`src/rtl/bfs_conversion_path_finder_top_defines.svh`:
```
`ifndef BFS_CONVERSION_PATH_FINDER_TOP_DEFINES_SVH
`define BFS_CONVERSION_PATH_FINDER_TOP_DEFINES_SVH
// assertion helpers
`define BFS_ASSERT(label, prop, msg) \
  label: assert property (@(posedge clk_i) disable iff (!rst_ni) prop) else $error(msg);
`define BFS_ASSERT_NEXT(label, pre, post, msg) \
  label: assert property (@(posedge clk_i) disable iff (!rst_ni) (pre) |=> (post)) \
    else $error(msg);
`endif

```
`src/rtl/bfs_pkg.sv`:
```
package bfs_pkg;
  localparam int NodeCount = 256;
  localparam int EdgesPerNode = 16;
  localparam int MaxHops = 10;
  localparam int WorkerCount = 64;
  localparam int NodeW = 8;
  localparam int EdgeW = 4;
  localparam int WildW = 6;
  localparam int WorkerW = 6;

  typedef enum logic [1:0] {
    ReqClear = 2'd0,
    ReqEdge  = 2'd1,
    ReqWild  = 2'd2,
    ReqQuery = 2'd3
  } req_e;

  typedef enum logic [2:0] {
    StOk       = 3'd0,
    StEdgeFull = 3'd1,
    StWildFull = 3'd2,
    StNoPath   = 3'd3,
    StTooLong  = 3'd4
  } status_e;

  typedef enum logic [2:0] {
    OpNone, OpInit, OpHeadRd, OpEdgeRd, OpWildRd, OpVisit, OpBackRd, OpBackStep
  } op_e;

  typedef struct packed {
    op_e              op;
    logic [EdgeW:0]   eidx;
    logic [WildW:0]   widx;
  } cmd_t;

  typedef struct packed {
    logic [NodeW:0]   head;
    logic [NodeW:0]   tail;
    logic [NodeW-1:0] cur;
    logic [EdgeW:0]   ecnt;
    logic [WildW:0]   wcnt;
    logic             dst_vis;
    logic             back_done;
    logic [3:0]       hops;
  } stat_t;
endpackage

```
`src/rtl/bfs_ctrl.sv`:
```
module bfs_ctrl (
  input  logic                      clk_i,
  input  logic                      rst_ni,
  input  logic                      start_i,
  input  logic [bfs_pkg::NodeW-1:0] src_i,
  input  logic [bfs_pkg::NodeW-1:0] dst_i,
  input  bfs_pkg::stat_t            stat_i,
  output bfs_pkg::cmd_t             cmd_o,
  output logic                      done_o,
  output logic                      found_o
);
  typedef enum logic [7:0] {
    SIdle  = 8'b00000001,
    SInit  = 8'b00000010,
    SHead  = 8'b00000100,
    SCheck = 8'b00001000,
    SEdge  = 8'b00010000,
    SWild  = 8'b00100000,
    SBack  = 8'b01000000,
    SStep  = 8'b10000000
  } state_e;

  state_e state_q, state_d;
  logic [bfs_pkg::EdgeW:0] eidx_q, eidx_d;
  logic [bfs_pkg::WildW:0] widx_q, widx_d;
  logic done_d, found_d;

  always_ff @(posedge clk_i or negedge rst_ni) begin
    if (!rst_ni) begin
      state_q <= SIdle;
      eidx_q <= '0;
      widx_q <= '0;
    end else begin
      state_q <= state_d;
      eidx_q <= eidx_d;
      widx_q <= widx_d;
    end
  end

  always_comb begin
    state_d = state_q;
    eidx_d = eidx_q;
    widx_d = widx_q;
    cmd_o = '{op: bfs_pkg::OpNone, eidx: eidx_q, widx: widx_q};
    done_d = 1'b0;
    found_d = 1'b0;
    unique case (state_q)
      SIdle: begin
        if (start_i) begin
          state_d = SInit;
        end
      end
      SInit: begin
        cmd_o.op = bfs_pkg::OpInit;
        state_d = SHead;
      end
      SHead: begin
        if (stat_i.head == stat_i.tail) begin
          done_d = 1'b1;
          found_d = 1'b0;
          state_d = SIdle;
        end else begin
          cmd_o.op = bfs_pkg::OpHeadRd;
          state_d = SCheck;
        end
      end
      SCheck: begin
        eidx_d = '0;
        widx_d = '0;
        if (stat_i.cur == dst_i) begin
          state_d = SBack;
        end else begin
          state_d = SEdge;
        end
      end
      SEdge: begin
        if (eidx_q >= stat_i.ecnt) begin
          state_d = SWild;
        end else begin
          cmd_o.op = bfs_pkg::OpEdgeRd;
          eidx_d = eidx_q + 1'b1;
        end
      end
      SWild: begin
        if (widx_q >= stat_i.wcnt) begin
          cmd_o.op = bfs_pkg::OpVisit;
          state_d = SHead;
        end else begin
          cmd_o.op = bfs_pkg::OpWildRd;
          widx_d = widx_q + 1'b1;
        end
      end
      SBack: begin
        if (stat_i.back_done) begin
          done_d = 1'b1;
          found_d = 1'b1;
          state_d = SIdle;
        end else begin
          cmd_o.op = bfs_pkg::OpBackRd;
          state_d = SStep;
        end
      end
      SStep: begin
        cmd_o.op = bfs_pkg::OpBackStep;
        state_d = SBack;
      end
      default: state_d = SIdle;
    endcase
  end

  assign done_o = done_d;
  assign found_o = found_d;
  logic unused_src;
  assign unused_src = ^src_i;
endmodule

```
`config.mk`:
```
export PLATFORM = sky130hd
export DESIGN_NAME = bfs_ctrl
export DESIGN_NICKNAME = d
export VERILOG_FILES = /design/src/rtl/bfs_conversion_path_finder_top_defines.svh /design/src/rtl/bfs_pkg.sv /design/src/rtl/bfs_ctrl.sv
export SDC_FILE = /design/constraint.sdc
export NUM_CORES = 1
export LEC_CHECK = 0
export ABC_AREA = 0
export BUFFER_PORTS_ARGS = -buffer_cell sky130_fd_sc_hd__buf_4
export CORE_MARGIN = 8
export CORE_UTILIZATION = 30
export DETAILED_ROUTE_END_ITERATION = 8
export PLACE_DENSITY = 0.59
export SETUP_SLACK_MARGIN = 0.4
export SLEW_MARGIN = 25
export SYNTH_ARGS = -nofsm -noshare
export SYNTH_HDL_FRONTEND = slang
export SYNTH_SLANG_ARGS = --single-unit
```
`constraint.sdc`:
```
create_clock -name clk_i -period 3.9 [get_ports clk_i]
set_input_delay 0.78 -clock clk_i [delete_from_list [all_inputs] [get_ports clk_i]]
set_output_delay 0.78 -clock clk_i [all_outputs]
set_load 0.01 [all_outputs]
```
# Word level (Yosys, flattened, before mapping)
# Cells that the tools add are included.
# totals
register_bits,20
in_bits,63
# classes
n_addsub,2
n_lt_le_gt_ge,2
n_eq_ne,15
muxes,20
reduce_logical,5
# op_table
op,count
$pmux W8 S8,1
$mux W8,4
$pmux W3 S6,1
$mux W7,2
$pmux W7 S2,1
$ne A2 B2 Y1 const B,5
$pmux W5 S2,1
$eq A9 B9 Y1,1
$eq A8 B1 Y1 const B,1
$eq A8 B2 Y1 const B,1
$eq A8 B3 Y1 const B,1
$eq A8 B4 Y1 const B,1
$eq A8 B5 Y1 const B,1
$eq A8 B6 Y1 const B,1
$eq A8 B7 Y1 const B,1
$eq A8 B8 Y1,1
$eq A8 B8 Y1 const B,1
$add A7 B1 Y7 const B,1
$ge A7 B7 Y1,1
$add A5 B1 Y5 const B,1
$ge A5 B5 Y1,1
$mux W5,1
$mux W1,4
$mux W2,2
6 further kinds,8

# Logic depth before layout (Yosys ltp)
# depth
ltp_word,3
mapped_depth,7
ltp_nobuf,7

# Worst setup path before layout
# Ideal clock, no wire load.
# synth_timing
path_kind,input-to-output
startpoint,in stat_i[6] (netlist name)
endpoint,out cmd_o[12] (netlist name)
arrival_time_ns,2.092
slack_ns,1.028
stages,5
cell_sequence,ha_1 nand2b_1 a211o_1 a211oi_1 o211ai_1
# synth_rtl
element,line,text
from (decl),bfs_ctrl.sv:7,"input bfs_pkg::stat_t stat_i,"
to (decl),bfs_ctrl.sv:8,"output bfs_pkg::cmd_t cmd_o,"

==> out/results.txt <==
outcome = finished, final reports clean
Hold Violations, Final = 0
insertion delay of the later-clocked pin in the worst-skew pair = 260 ps
worst-case vdd ir drop = 150 uV
count of state elements after synthesis = 20
final cell utilization of the core = 0.439
initial antenna violation count = 0
CTS max path bufs = 2
count of cell instances traversed by the critical path = 7
Worst-Margin Slew = 601 ps
delay of the slowest cell on the worst path = 370 ps
Gate Count Post-Synth = 179
most frequently used flop master after synthesis = dfrtp_1
post-route fraction of the period consumed by the critical path = 0.786
async set-or-reset flop fraction in the synthesized netlist = 1.00
count of routing violations after the opening detailed-route iteration = 61
CTS Sinks = 20
power density over cell area = 459 nW/um^2
Avg WL per Cell = 12.6 microns
Final GP Congestion = 0.796
crit-path cells = buf_4 > ha_1 > nand2b_1 > a211o_1 > a211oi_1 > o211ai_1 > buf_4
EDFF count, synth = 0
Global Route Usage Sum = 0.102
Mapped Nets = 256
maximum number of pins on one net before global-route repair = 21
Maximum Capacitance Violations = 0
highest clock frequency the design can meet = 0.326 GHz
number of DRC violations after detailed routing = 0
largest clock skew in the final design = 5.92 ps
Congestion Overflow GR = 0
class of the tightest hold or removal check = primary input to asynchronous set/reset pin
dominant cell type by count on the critical path = buf_4
total setup violations reported at the end of the flow = 0
Max transition margin = 0.594
global-route wire length before repair = 6540 microns
Std-Cell Rows = 26
drt pass-1 iters = 4
via count of the first global-routing pass = 1,455
TritonCTS Buffers = 3
CP Buf/Inv Count = 2
estimated wirelength of the detail-placed design = 3400 microns
setup repair after global routing missed its margin = no
number of distinct standard cells referenced by the synthesized netlist = 39
Clk pin slew, worst setup/hold paths = 80 ps
number of routed nets with antenna violations = 0
I/O Pins = 80
WS Path Type = primary input to output pin
Synth-to-Final Area Change = 41.6%
ratio of cells with drive above 1 in the final layout = 0.343
total via count after detailed routing = 1,507
Lkg Pwr = 0.00111 uW
dpl cell area = 2160 sq um
highest-count cells in the layout ignoring fill and taps = buf_4, dfrtp_1, nand2_1
biggest fanout along the worst timing path = 2
reg-to-reg slack, setup = 1640 ps
summed negative setup slack over all endpoints = 0 ps
CP startpoint kind = primary input
part of the Yosys area used for sequential elements = 0.319
placeable core region = 5070 sq um
leading cell type in the layout, fill and taps excluded = buf_4
vertical die dimension = 88.4 microns
starting utilization of the core area = 0.310
number of buffer cells added on primary ports = 66
Final Slew Violations = 0
combined area of all synthesized cells = 1570 sq um
number of gates resized after CTS = 0
Final Routed Wirelength = 4000 microns
Arrival @ worst endpoint = 2280 ps
die area = 7820 sq um
Diodes inserted = 0
Critical Path Slowest Stage Cell = a211oi_1
final design instance area without fill = 2230 sq um
delay-heaviest family, CP = compound AO/OA/AOI/OAI gates
post-route minimum period = 3060 ps
root buf cell = clkbuf_8
category of the worst setup path capture point = output pin
number of cells on the worst reg-to-reg path = 7
CTS tree = built
Hold Buf Count CTS = 0
data required time at the worst endpoint = 3120 ps
post-CTS setup repair buffer count = 0
die width = 88.4 microns
Warnings, synthesis = 0
average footprint of a synthesized cell = 8.79 sq um
vias per cell = 4.74
H-tree lvl count = 1
number of nets in the finished design = 326
==> worst paths after layout <==
check                                            from                endpoint
worst max-delay path                        stat_i[6]               cmd_o[12]
worst min-delay path                           rst_ni   widx_q[5]$_DFFE_PN0P_
worst max register to register  widx_q[0]$_DFFE_PN0P_   widx_q[5]$_DFFE_PN0P_
worst min register to register  widx_q[6]$_DFFE_PN0P_   widx_q[6]$_DFFE_PN0P_
max in group asynchronous                      rst_ni  state_q[0]$_DFFE_PN1P_
min in group clk_i              widx_q[6]$_DFFE_PN0P_   widx_q[6]$_DFFE_PN0P_
==> sequential cells by signal, summed over array words and instances (netlist names) <==
name,count
state_q,8
widx_q,7
eidx_q,5
==> synthesized netlist by cell type, types with 2 or more instances <==
| master | n | area [sq um] |
|---|---|---|
| a31o_2 | 5 | 43.8 |
| mux2i_1 | 6 | 60.1 |
| or2_2 | 3 | 18.8 |
| nor2_1 | 11 | 41.3 |
| xnor2_1 | 8 | 70.1 |
| nand2b_1 | 4 | 25.0 |
| nand3_1 | 9 | 45.0 |
| nand4_1 | 2 | 12.5 |
| nor2b_1 | 2 | 12.5 |
| nor3_1 | 4 | 20.0 |
| a211oi_1 | 3 | 22.5 |
| o22ai_1 | 2 | 12.5 |
| dfrtp_1 | 19 | 475 |
| nand2_1 | 17 | 63.8 |
| nor4b_1 | 3 | 26.3 |
| o211ai_1 | 5 | 37.5 |
| o21ai_0 | 10 | 50.1 |
| xor2_1 | 10 | 87.6 |
| clkbuf_1 | 2 | 7.51 |
| ha_1 | 14 | 175 |
| inv_1 | 15 | 56.3 |
| a21oi_1 | 2 | 10.0 |
| nor4_1 | 6 | 37.5 |
| and2_1 | 2 | 12.5 |
==> report_power, final <==
| part | switching, uW | internal, uW | total, uW |
|---|---|---|---|
| sequential | 92.0 | 270 | 362 |
| combinational | 214 | 238 | 453 |
| clock | 70.0 | 137 | 207 |
| total | 376 | 646 | 1020 |
==> per-stage QoR <==
stage          setup WS (ps)  cells  total power [uW]  hold WS, ps
2_1_floorplan           1030    179               617          484
3_3_place_gp             816    314               811          498
3_5_place_dp             801    314               824          511
4_1_cts                  792    318              1030          396
5_1_grt                  673    318              1120          404
6_report                 836    318              1020          391
==> cell families (layout without fill, tap and decap cells) <==
logic type / count (synthesis) / in the layout / synth area share
buffers and inverters: 17 / 86 / 0.0405
adder cells (fa/ha/maj): 14 / 14 / 0.111
AND/OR/NAND/NOR: 71 / 71 / 0.246
flip-flops: 20 / 20 / 0.319
XOR/XNOR: 18 / 18 / 0.100
multiplexers: 6 / 6 / 0.0382
AO/OA/AOI/OAI: 33 / 33 / 0.145
==> cell type report <==
cell class / count / area [sq um]
well taps: 70 / 87.6
inverters: 15 / 56.3
clock buffers: 3 / 41.3
flip-flops and latches: 20 / 502
clock inverters: 1 / 30.0
multi-input cells: 142 / 1010
fillers: 539 / 2850
repair buffers: 67 / 503
==> layer usage <==
| metal | routed length, microns | part of all wire | global-route usage |
|---|---|---|---|
| met5 | 0 | 0 | 0 |
| met1 | 1860 | 0.47 | 0.123 |
| met3 | 329 | 0.082 | 0.0334 |
| met2 | 1800 | 0.45 | 0.174 |
| met4 | 10 | 0.0025 | 0.0138 |
No activity file was read; power rests on OpenSTA's default activity.
